===== config.mk =====
export PLATFORM = sky130hd
export DESIGN_NAME = indexed_sequence_list_core
export DESIGN_NICKNAME = d
export VERILOG_FILES = /design/src/sv/isl_pkg.sv /design/src/sv/indexed_sequence_list_core.sv /design/src/sv/isl_store.sv
export VERILOG_INCLUDE_DIRS = /design/src /design/src/sv
export SDC_FILE = /design/constraint.sdc
export NUM_CORES = 2
export LEC_CHECK = 0
export BUFFER_PORTS_ARGS = -buffer_cell sky130_fd_sc_hd__buf_2
export CAP_MARGIN = 20
export CORE_MARGIN = 1.5
export CORE_UTILIZATION = 30
export DETAILED_ROUTE_END_ITERATION = 8
export HOLD_SLACK_MARGIN = 0.03
export PLACE_DENSITY = 0.52
export SETUP_SLACK_MARGIN = 0.02
export SLEW_MARGIN = 25
export SYNTH_ARGS = -nofsm -noshare
export SYNTH_HDL_FRONTEND = slang
export SYNTH_SLANG_ARGS = --single-unit
export TNS_END_PERCENT = 100

===== constraint.sdc =====
create_clock -name clk -period 4.13 [get_ports clk]
set_input_delay 0.413 -clock clk [delete_from_list [all_inputs] [get_ports clk]]
set_output_delay 0.413 -clock clk [all_outputs]
set_load 0.02 [all_outputs]

===== src/sv/indexed_sequence_list_core_macros.svh =====
// ----------------------------------------------------------------------------
// indexed_sequence_list_core_macros.svh
// Assertion helpers shared by the sequence list core.
// ----------------------------------------------------------------------------
`ifndef INDEXED_SEQUENCE_LIST_CORE_MACROS_SVH
`define INDEXED_SEQUENCE_LIST_CORE_MACROS_SVH

// Same-cycle implication, sampled on clk, off during reset.
`define ISL_ASSERT_IMP(lbl, ante, cons) \
	lbl: assert property (@(posedge clk) disable iff (!arst_n) (ante) |-> (cons)) \
		else $error("isl assertion failed");

// Next-cycle implication, sampled on clk, off during reset.
`define ISL_ASSERT_NEXT(lbl, ante, cons) \
	lbl: assert property (@(posedge clk) disable iff (!arst_n) (ante) |=> (cons)) \
		else $error("isl assertion failed");

`endif


===== src/sv/isl_pkg.sv =====
// ----------------------------------------------------------------------------
// isl_pkg
// Shared widths, codes and defaults of the sequence list core.
// ----------------------------------------------------------------------------
package isl_pkg;

	localparam int DATA_W       = 32;
	localparam int POS_W        = 6;
	localparam int LEN_W        = 7;
	localparam int DEF_CAPACITY = 64;

	typedef enum logic [1:0] {
		FUNC_INSERT  = 2'd0,
		FUNC_ERASE   = 2'd1,
		FUNC_REVERSE = 2'd2,
		FUNC_DUMP    = 2'd3
	} func_t;

	typedef enum logic [1:0] {
		ST_OK    = 2'd0,
		ST_RANGE = 2'd1,
		ST_FULL  = 2'd2
	} status_t;

endpackage


===== src/sv/indexed_sequence_list_core.sv =====
// Insert, erase and reverse take longer the more entries they must move; a refused op
//   or an empty dump goes straight to ST_DONE.
// Dump: each element is read (ST_DUMP_RD), then output (ST_DUMP_OUT).
// Flow: one item at a time; in_ready only in idle, so the next transfer can be accepted in
//   the cycle after the last result loads; a result held waiting for out_ready delays it.
// Reset: arst_n clears the sequencer, count and output valid; memory is not cleared.
// ----------------------------------------------------------------------------
// indexed_sequence_list_core
// Ordered list of signed 32-bit values with insert, erase, reverse and dump.
// ----------------------------------------------------------------------------
`include "indexed_sequence_list_core_macros.svh"

module indexed_sequence_list_core #(
	parameter int CAPACITY = isl_pkg::DEF_CAPACITY
) (
	input  logic                              clk,
	input  logic                              arst_n,
	// request channel
	input  logic                              in_valid,
	output logic                              in_ready,
	input  logic [1:0]                        func,
	input  logic [isl_pkg::POS_W-1:0]         position,
	input  logic signed [isl_pkg::DATA_W-1:0] value,
	// result channel
	output logic                              out_valid,
	input  logic                              out_ready,
	output logic [1:0]                        status,
	output logic signed [isl_pkg::DATA_W-1:0] element,
	output logic                              element_valid,
	output logic [isl_pkg::POS_W-1:0]         element_index,
	output logic [isl_pkg::LEN_W-1:0]         list_length,
	output logic                              last
);

	localparam int AW = $clog2(CAPACITY);
	localparam int LW = isl_pkg::LEN_W;
	localparam logic [LW-1:0] CAP_CNT = LW'(CAPACITY);
	localparam logic [LW-1:0] ONE     = LW'(1);
	localparam logic [LW-1:0] THREE   = LW'(3);

	typedef enum logic [3:0] {
		ST_IDLE,
		ST_INS_RD,
		ST_INS_WR,
		ST_INS_PUT,
		ST_ERA_RD,
		ST_ERA_WR,
		ST_REV_RDA,
		ST_REV_RDB,
		ST_REV_WRA,
		ST_REV_WRB,
		ST_DUMP_RD,
		ST_DUMP_OUT,
		ST_DONE
	} state_t;

	state_t                      state_q;
	logic [LW-1:0]               cnt_q;     // entries in the list
	logic [LW-1:0]               cur_q;     // working index (insert/erase/dump, reverse low)
	logic [LW-1:0]               hi_q;      // reverse: one past the high index
	logic [LW-1:0]               pos_q;
	logic [isl_pkg::DATA_W-1:0]  val_q;
	logic [isl_pkg::DATA_W-1:0]  tmp_q;     // reverse: low entry in flight
	isl_pkg::status_t            res_q;     // status of a single-result op

	// output register
	logic                        out_valid_q;
	logic [1:0]                  status_q;
	logic [isl_pkg::DATA_W-1:0]  element_q;
	logic                        element_valid_q;
	logic [isl_pkg::POS_W-1:0]   element_index_q;
	logic [LW-1:0]               list_length_q;
	logic                        last_q;

	// memory port
	logic                        mem_we;
	logic [AW-1:0]               mem_waddr;
	logic [isl_pkg::DATA_W-1:0]  mem_wdata;
	logic                        mem_re;
	logic [AW-1:0]               mem_raddr;
	logic [isl_pkg::DATA_W-1:0]  mem_rdata;

	logic [LW-1:0]               in_pos;
	logic [LW-1:0]               cur_dec;
	logic [LW-1:0]               cur_inc;
	logic [LW-1:0]               hi_dec;
	logic                        out_free;
	logic                        out_load;  // a result enters the output register

	assign in_pos   = LW'(position);
	assign cur_dec  = cur_q - ONE;
	assign cur_inc  = cur_q + ONE;
	assign hi_dec   = hi_q - ONE;
	assign out_free = !out_valid_q || out_ready;
	assign out_load = out_free && ((state_q == ST_DONE) || (state_q == ST_DUMP_OUT));
	assign in_ready = (state_q == ST_IDLE);

	// Memory port steering: one read or one write per step.
	always_comb begin
		mem_we    = 1'b0;
		mem_waddr = cur_q[AW-1:0];
		mem_wdata = mem_rdata;
		mem_re    = 1'b0;
		mem_raddr = cur_q[AW-1:0];
		unique case (state_q)
			ST_INS_RD: begin
				mem_re    = 1'b1;
				mem_raddr = cur_dec[AW-1:0];
			end
			ST_INS_WR: begin
				mem_we = 1'b1;
			end
			ST_INS_PUT: begin
				mem_we    = 1'b1;
				mem_waddr = pos_q[AW-1:0];
				mem_wdata = val_q;
			end
			ST_ERA_RD: begin
				mem_re    = 1'b1;
				mem_raddr = cur_inc[AW-1:0];
			end
			ST_ERA_WR: begin
				mem_we = 1'b1;
			end
			ST_REV_RDA: begin
				mem_re = 1'b1;
			end
			ST_REV_RDB: begin
				mem_re    = 1'b1;
				mem_raddr = hi_dec[AW-1:0];
			end
			ST_REV_WRA: begin
				mem_we = 1'b1;
			end
			ST_REV_WRB: begin
				mem_we    = 1'b1;
				mem_waddr = hi_dec[AW-1:0];
				mem_wdata = tmp_q;
			end
			ST_DUMP_RD: begin
				mem_re = 1'b1;
			end
			default: begin
			end
		endcase
	end

	isl_store #(
		.DEPTH (CAPACITY),
		.AW    (AW)
	) u_store (
		.clk   (clk),
		.we    (mem_we),
		.waddr (mem_waddr),
		.wdata (mem_wdata),
		.re    (mem_re),
		.raddr (mem_raddr),
		.rdata (mem_rdata)
	);

	// Sequencer and output register.
	always_ff @(posedge clk or negedge arst_n) begin
		if (!arst_n) begin
			state_q     <= ST_IDLE;
			cnt_q       <= '0;
			out_valid_q <= 1'b0;
		end else begin
			if (out_load) begin
				out_valid_q <= 1'b1;
			end else if (out_ready) begin
				out_valid_q <= 1'b0;
			end
			unique case (state_q)
				ST_IDLE: begin
					if (in_valid) begin
						pos_q <= in_pos;
						val_q <= value;
						res_q <= isl_pkg::ST_OK;
						unique case (isl_pkg::func_t'(func))
							isl_pkg::FUNC_INSERT: begin
								cur_q <= cnt_q;
								if (in_pos > cnt_q) begin
									res_q   <= isl_pkg::ST_RANGE;
									state_q <= ST_DONE;
								end else if (cnt_q >= CAP_CNT) begin
									res_q   <= isl_pkg::ST_FULL;
									state_q <= ST_DONE;
								end else begin
									cnt_q   <= cnt_q + ONE;
									state_q <= (in_pos == cnt_q) ? ST_INS_PUT : ST_INS_RD;
								end
							end
							isl_pkg::FUNC_ERASE: begin
								cur_q <= in_pos;
								if (in_pos >= cnt_q) begin
									res_q   <= isl_pkg::ST_RANGE;
									state_q <= ST_DONE;
								end else begin
									cnt_q   <= cnt_q - ONE;
									state_q <= (in_pos + ONE < cnt_q) ? ST_ERA_RD : ST_DONE;
								end
							end
							isl_pkg::FUNC_REVERSE: begin
								cur_q   <= '0;
								hi_q    <= cnt_q;
								state_q <= (cnt_q > ONE) ? ST_REV_RDA : ST_DONE;
							end
							isl_pkg::FUNC_DUMP: begin
								cur_q   <= '0;
								state_q <= (cnt_q == '0) ? ST_DONE : ST_DUMP_RD;
							end
							default: begin
								state_q <= ST_DONE;
							end
						endcase
					end
				end
				// insert: shift entries up one slot, top down
				ST_INS_RD: begin
					state_q <= ST_INS_WR;
				end
				ST_INS_WR: begin
					cur_q   <= cur_dec;
					state_q <= (cur_dec == pos_q) ? ST_INS_PUT : ST_INS_RD;
				end
				ST_INS_PUT: begin
					state_q <= ST_DONE;
				end
				// erase: shift entries down one slot; cnt_q already holds the new length
				ST_ERA_RD: begin
					state_q <= ST_ERA_WR;
				end
				ST_ERA_WR: begin
					cur_q   <= cur_inc;
					state_q <= (cur_inc < cnt_q) ? ST_ERA_RD : ST_DONE;
				end
				// reverse: swap the outer pair, move inward
				ST_REV_RDA: begin
					state_q <= ST_REV_RDB;
				end
				ST_REV_RDB: begin
					tmp_q   <= mem_rdata;
					state_q <= ST_REV_WRA;
				end
				ST_REV_WRA: begin
					state_q <= ST_REV_WRB;
				end
				ST_REV_WRB: begin
					cur_q   <= cur_inc;
					hi_q    <= hi_dec;
					state_q <= (cur_q + THREE < hi_q) ? ST_REV_RDA : ST_DONE;
				end
				// dump: one element per read, held until the output slot frees
				ST_DUMP_RD: begin
					state_q <= ST_DUMP_OUT;
				end
				ST_DUMP_OUT: begin
					if (out_free) begin
						status_q        <= isl_pkg::ST_OK;
						element_q       <= mem_rdata;
						element_valid_q <= 1'b1;
						element_index_q <= cur_q[isl_pkg::POS_W-1:0];
						list_length_q   <= cnt_q;
						last_q          <= (cur_inc == cnt_q);
						cur_q           <= cur_inc;
						state_q         <= (cur_inc == cnt_q) ? ST_IDLE : ST_DUMP_RD;
					end
				end
				ST_DONE: begin
					if (out_free) begin
						status_q        <= res_q;
						element_q       <= '0;
						element_valid_q <= 1'b0;
						element_index_q <= '0;
						list_length_q   <= cnt_q;
						last_q          <= 1'b1;
						state_q         <= ST_IDLE;
					end
				end
				default: begin
					state_q <= ST_IDLE;
				end
			endcase
		end
	end

	assign out_valid     = out_valid_q;
	assign status        = status_q;
	assign element       = element_q;
	assign element_valid = element_valid_q;
	assign element_index = element_index_q;
	assign list_length   = list_length_q;
	assign last          = last_q;

	// Checks
	`ISL_ASSERT_IMP(a_cnt_cap, 1'b1, cnt_q <= CAP_CNT)
	`ISL_ASSERT_IMP(a_full_len, out_valid && status == isl_pkg::ST_FULL, list_length == CAP_CNT)
	`ISL_ASSERT_IMP(a_dump_last, out_valid && element_valid && last, LW'(element_index) + ONE == list_length)
	`ISL_ASSERT_IMP(a_we_busy, mem_we, state_q != ST_IDLE)
	`ISL_ASSERT_NEXT(a_accept_busy, in_valid && in_ready, !in_ready)

endmodule


===== src/sv/isl_store.sv =====
// ----------------------------------------------------------------------------
// isl_store
// Entry memory: one write port, one read port with registered read data.
// ----------------------------------------------------------------------------
module isl_store #(
	parameter int DEPTH = isl_pkg::DEF_CAPACITY,
	parameter int AW    = $clog2(DEPTH)
) (
	input  logic                      clk,
	input  logic                      we,
	input  logic [AW-1:0]             waddr,
	input  logic [isl_pkg::DATA_W-1:0] wdata,
	input  logic                      re,
	input  logic [AW-1:0]             raddr,
	output logic [isl_pkg::DATA_W-1:0] rdata
);

	logic [isl_pkg::DATA_W-1:0] mem_q [DEPTH];

	always_ff @(posedge clk) begin
		if (we) begin
			mem_q[waddr] <= wdata;
		end
	end

	always_ff @(posedge clk) begin
		if (re) begin
			rdata <= mem_q[raddr];
		end
	end

endmodule

After elaboration in Yosys (flattened, before gate mapping)
Memory sizes are Yosys's and may differ from the RTL's. A register that Yosys moved wholly into a read port is not among the register bits.
Index checks and enable logic that the tools add are counted.
Operators by class
  eq/ne operators: 25
  order comparisons: 7
  add/subtract/negate cells: 7
  reductions and logical operators: 25
  multiplexer cells: 54
Operator list (count)
  32-bit one-hot mux with 2 select lines: 2
  32-bit 2-to-1 mux: 2
  4-bit one-hot mux with 13 select lines: 1
  7-bit 2-to-1 mux: 7
  4-bit 2-to-1 mux: 11
  7-bit one-hot mux with 2 select lines: 2
  7-bit one-hot mux with 4 select lines: 1
  6-bit one-hot mux with 2 select lines: 2
  7-bit < comparator: 3
  7-bit one-hot mux with 3 select lines: 1
  7-bit by 1-bit subtractor with 7-bit output, second input constant: 3
  4-bit == test, second input constant: 5
  6-bit one-hot mux with 3 select lines: 1
  4-bit by 3-bit == test with 1-bit output, second input constant: 4
  4-bit one-hot mux with 4 select lines: 1
  7-bit by 1-bit adder with 7-bit output, second input constant: 2
  2-bit 2-to-1 mux: 6
  6-bit 2-to-1 mux: 2
  2-bit inequality test, second input constant: 6
  4-bit AND reduction: 3
  1-bit 2-to-1 mux: 10
  5-bit OR reduction: 2
  3-bit AND reduction: 3
  4-bit by 2-bit == test with 1-bit output, second input constant: 2
  other kinds (27): 36
Word-level totals
  output and inout bits: 51
  memories: 1
  logic and storage cells: 134
  memory bits (writable): 2048
  flip-flop bits (word level): 147
  input port bits: 44
Memory list
  u_store.mem_q: depth 64, width 32, read ports 1, clocked after Yosys merged registers in 1, wr ports 1, line isl_store.sv:18  | logic [isl_pkg::DATA_W-1:0] mem_q [DEPTH];

Depth between registers and ports, before layout
  depth in word-level cells: 7
  depth in mapped cells: 16
  mapped depth without buffers: 13

Hierarchy
From an unflattened synthesis, not the netlist that was laid out.
Unflattened totals
  cells, all modules: 4024
  area total of the unflattened synthesis: 86598.1 µm²
By module, submodules not included
  isl_store: cells an instance 3324, sequential area each 62459.9 µm², area an instance 78833.1 µm², times used 1
  indexed_sequence_list_core: cells an instance 700, sequential area each 4354.2 µm², area an instance 7764.9 µm², times used 1

Least setup slack after synthesis
OpenSTA, ideal clock, no wires.
  path kind: register to register
  start: reg state_q[2]
  end: mem u_store.mem_q[0][0] (netlist name) (enable)
  data required time: 3.709 ns
  period minus slack after synthesis: 4.266 ns
  path slack: -0.136 ns
  path buffers: 3
  data arrival time: 3.845 ns
  cell stages (with the launch flop): 10
  path through: dfrtp_1 -> buf_2 -> buf_2 -> nand2b_1 -> nor3_1 -> nor2_1 -> clkbuf_1 -> a221oi_1 -> nand2_1 -> nor2_1
On the way
  word-level cells in the longest chain between the ends: 5
  elaborated cells between the ends (all ways): 10
  classes of those cells: eq/ne: 5; mux: 4; reduce/logical: 1
Ends and longest elaborated chain
  from (decl): line indexed_sequence_list_core.sv:57  | state_t state_q;
  from (signal assigned): line indexed_sequence_list_core.sv:190  | state_q <= (in_pos == cnt_q) ? ST_INS_PUT : ST_INS_RD;
  from (signal assigned): line indexed_sequence_list_core.sv:200  | state_q <= (in_pos + ONE < cnt_q) ? ST_ERA_RD : ST_DONE;
  from (signal assigned): line indexed_sequence_list_core.sv:206  | state_q <= (cnt_q > ONE) ? ST_REV_RDA : ST_DONE;
  4-bit == test (tied with other cells): line indexed_sequence_list_core.sv:105  | unique case (state_q)
  5-bit OR reduction (no line)
  1-bit 2-to-1 mux: line indexed_sequence_list_core.sv:105
  1-bit 2-to-1 mux: line isl_store.sv:21  | if (we) begin
  1-bit 2-to-1 mux (not written as such): line isl_store.sv:22  | mem_q[waddr] <= wdata;
  to (decl): line isl_store.sv:18
Several ways; a longest one is shown, not always the timed one.

Final worst setup path
  start: reg cur_q[1]
  end: reg u_store.rdata[21] (netlist name), read port of u_store.mem_q, data pin
On the way
  word-level cells in the longest chain between the ends: 2
  elaborated cells between the ends (all ways): 3
  classes of those cells: add/sub: 2; mux: 1
Ends and longest elaborated chain
  from (decl): line indexed_sequence_list_core.sv:59  | logic [LW-1:0] cur_q;
  from (signal assigned): line indexed_sequence_list_core.sv:181  | cur_q <= cnt_q;
  from (signal assigned): line indexed_sequence_list_core.sv:194  | cur_q <= in_pos;
  from (signal assigned): line indexed_sequence_list_core.sv:223  | cur_q <= cur_dec;
  7-bit by 1-bit adder with 7-bit output / 7-bit by 1-bit subtractor with 7-bit output (equally long branches): line indexed_sequence_list_core.sv:92, indexed_sequence_list_core.sv:91
  6-bit one-hot mux with 3 select lines *: line indexed_sequence_list_core.sv:105
  to (decl): line isl_store.sv:15  | output logic [isl_pkg::DATA_W-1:0] rdata
Every way passes the cells marked *; elsewhere a longest branch is shown, timed or not.
A chain may end at the register's enable or synchronous reset.

==> key figures <==
Setup path
  • Reg2reg end: u_store.rdata[21]$_DFFE_PP_
  • R2r startpoint: cur_q[1]$_DFFE_PP_
  • Setup crit start: cur_q[1]$_DFFE_PP_
  • Critical path's slowest cell: nor4_2
  • CP top delay family: simple AND/OR/NAND/NOR gates
  • Critical path endpoint: u_store.rdata[21]$_DFFE_PP_
  • Data arrival, critical path: ~4.7 ns
  • CP Launch Type: register
  • CP bufs+invs: 3
  • Worst path most repeated cell: buf_4
  • Reg2reg setup slack: roughly 0.037 ns
  • Worst setup EP type: register
  • Crit path max fanout: 9
  • Worst path max stage delay: approximately 0.54 ns
  • Critical path class: register to register
  • Instance count on the critical path: 12
  • Critical Path, Cell by Cell: buf_4 -> or4_4 -> nor2_2 -> mux2_2 -> nor3_1 -> buf_4 -> a21o_2 -> buf_4 -> o22ai_1 -> o22ai_2 -> a2111oi_2 -> nor4_2
  • CP required: 4.74 ns
  • FF-to-FF path depth: 12

Die
  • Ports: between 90 and 100
  • Num rows: 200
  • Die Height: between 500 and 600 µm
  • Core area: between 200,000 and 300,000 µm²
  • Die area: slightly above 300,000 µm²
  • Effective utilization at floorplan: a little under a third
  • Die X-Extent: ~550 µm

Logic synthesis
  • Synth Area per Inst: 13.8 µm²
  • Synth Flop Type: edfxtp_1
  • Synth unique cells: slightly below 90
  • EDFF count, synth: roughly 2,200
  • Syn Std Cell Area: 89,700 µm²
  • Ys Warns: 0
  • Yosys reg bits: 2,227
  • Count leader, synth: edfxtp_1
  • Post-synth top area share: between 70% and 80%
  • Sequential-to-total area share from yosys stat: between 70% and 80%
  • Cells after synthesis: ~6,500
  • Post-synth top area cell: edfxtp_1
  • Most frequent cells after synthesis: edfxtp_1, nand2_1, nand3_1, a21oi_1, buf_2
  • Largest cells by area after synthesis: edfxtp_1, nand2_1, nand3_1
  • Asr flop ratio synth: less than 1%
  • Syn_nets: ~6,600

Clocking
  • TritonCTS clock tree: yes
  • H-tree depth: 4
  • Root buffer cell: clkbuf_16
  • Total CTS buffers: 231
  • Clock transition at path regs: roughly 0.060 ns
  • # clock sinks: roughly 2,200
  • Clock buffer depth: 3
  • Worst-Skew Late Latency: between 0.9 and 1 ns

Run status
  • Outcome: finished, final reports clean

STA
  • FMAX: roughly 240 MHz
  • Final Max Slew Viols: 0
  • Rel. slew slack: a little under a third
  • Slew of the pin with the lowest slew margin: approximately 1.0 ns
  • Period utilization: between 90% and 100%
  • RSZ-0062 raised after global routing: yes
  • Min cycle time layout: ~4.1 ns
  • Final hold vios: 0
  • Layout Skew: just under 0.08 ns
  • Final setup vio count: 0

GRT
  • Antenna violations before repair: 29
  • Gr usage total: between 20% and 30%
  • First-pass GRT wire length: ~460,000 µm
  • Vias in the first global route: 57,404
  • Largest net degree at the start of global routing: 85
  • Global route total overflow: 0

Drt
  • Drt initial violations: 8,339
  • Via count: 60,764
  • DR vias/cell: around 5.4
  • # DRC: 0
  • Antenna Nets Post-Route: 0
  • Drt first pass iters: 6
  • Wirelength, routed: 329,000 µm
  • Detailed-route wire length per cell: ~29 µm

Hold path
  • Min-delay worst type: input port to register

Placement
  • Post-DP HPWL: 205,000 µm
  • GP Congestion: 0.922
  • Port bufs: 94

Final layout
  • Final nets: a little over 7,000
  • Util after Layout: 36.7%
  • Area delta synth->final: 21.8%
  • Share of cells above drive strength 1: approximately 17%

Run
  • Max cap viols: 0
placed cells by master, fill, tap and decap left out, types with 22 or more instances in the layout:
| master | synthesis | routed |
|---|---|---|
| a211oi_1 | 84 | 81 |
| a21oi_1 | 294 | 289 |
| a221oi_1 | 49 | 49 |
| a22oi_1 | 45 | 44 |
| a311oi_1 | 80 | 77 |
| a31oi_1 | 96 | 95 |
| a32oi_1 | 31 | 29 |
| and2_1 | 39 | 39 |
| and3_1 | 145 | 142 |
| buf_12 | 0 | 177 |
| buf_2 | 252 | 94 |
| buf_4 | 19 | 448 |
| bufinv_16 | 0 | 29 |
| clkbuf_1 | 88 | 30 |
| clkbuf_16 | 0 | 233 |
| clkinv_1 | 0 | 56 |
| clkinv_2 | 0 | 60 |
| dlygate4sd3_1 | 0 | 45 |
| edfxtp_1 | 2215 | 2215 |
| ha_1 | 34 | 34 |
| inv_1 | 24 | 23 |
| mux2i_1 | 195 | 195 |
| nand2_1 | 1591 | 1555 |
| nand2_2 | 1 | 35 |
| nand3_1 | 412 | 409 |
| nand4_1 | 22 | 22 |
| nor2_1 | 148 | 77 |
| nor2_4 | 0 | 70 |
| nor3_1 | 53 | 46 |
| nor4_1 | 38 | 36 |
| o21ai_0 | 79 | 74 |
| o22ai_1 | 63 | 61 |
| xnor2_1 | 22 | 22 |
how the worst min path moves through the flow:
stage	start	to	slack (ns)	cells past startpoint
finish	value[1]	val_q[1]$_DFFE_PP_	0.23	2
floorplan	arst_n	cnt_q[0]$_DFFE_PN0P_	0.12	0
global route	value[10]	val_q[10]$_DFFE_PP_	0.21	2
global placement	arst_n	out_valid$_DFFE_PN0P_	0.40	1
detailed placement	arst_n	out_valid$_DFFE_PN0P_	0.39	1
CTS	value[24]	val_q[24]$_DFFE_PP_	0.18	2
registers in the layout, indices dropped and copies added (netlist names), 2 cells and up:
signal / cells
u_store.mem_q: 2048
element: 32
tmp_q: 32
u_store.rdata: 32
val_q: 32
cnt_q: 7
cur_q: 7
hi_q: 7
list_length: 7
element_index: 6
pos_q: 6
state_q: 4
res_q: 2
status: 2
cell type report:
class                           count  area, µm²
Sequential cell                  2227      66800
Fill cell                       28103     188000
Clock buffer                      264       5960
Clock inverter                    175       1800
Inverter                           25       93.8
Antenna cell                       10       25.0
Timing Repair Buffer              767       7860
Tap cell                         3939       4930
Multi-Input combinational cell   3824      21800
cells by family after synthesis:
| family | Yosys count | synth area share (%) |
|---|---|---|
| AO/OA/AOI/OAI | 1023 | 7.79 |
| XOR/XNOR | 33 | 0.322 |
| adder cells (fa/ha/maj) | 34 | 0.474 |
| buffers and inverters | 444 | 2.35 |
| flip-flops | 2227 | 74.5 |
| multiplexers | 207 | 2.33 |
| AND/OR/NAND/NOR | 2527 | 12.3 |
what timing repair did:
item,4_1_cts,5_1_grt
hold buffers,45,0
setup endpoints to repair,14,20
resized for setup,20,15
pin swaps,2,3
buffers inserted,8,5
hold endpoints to repair,56,0
per-stage QoR:
| step | worst slack [ns] | std cells | area (µm²) | TNS (ns) | hold slack [ns] |
|---|---|---|---|---|---|
| after global placement | -0.847 | 10721 | 101000 | -5.67 | 0.398 |
| after CTS | 0.0192 | 11216 | 109000 | 0 | 0.184 |
| final | 0.0367 | 11231 | 109000 | 0 | 0.235 |
| after detailed placement | -0.492 | 10724 | 101000 | -2.97 | 0.393 |
| after global routing | -0.0188 | 11221 | 109000 | -0.0202 | 0.211 |
| after floorplan | -0.136 | 6495 | 89700 | -185.84 | 0.117 |
metal layers:
metal,global-route usage [%],vias to the layer above,wire length [µm]
li1,-,25786,-
met1,29.4,31182,137000
met2,32.9,3280,149000
met3,4.26,508,31100
met4,7.89,8,12000
met5,0,-,49
Power is not shown: default switching activity piles up to over one toggle a cycle in this logic, so the estimate is an artifact.
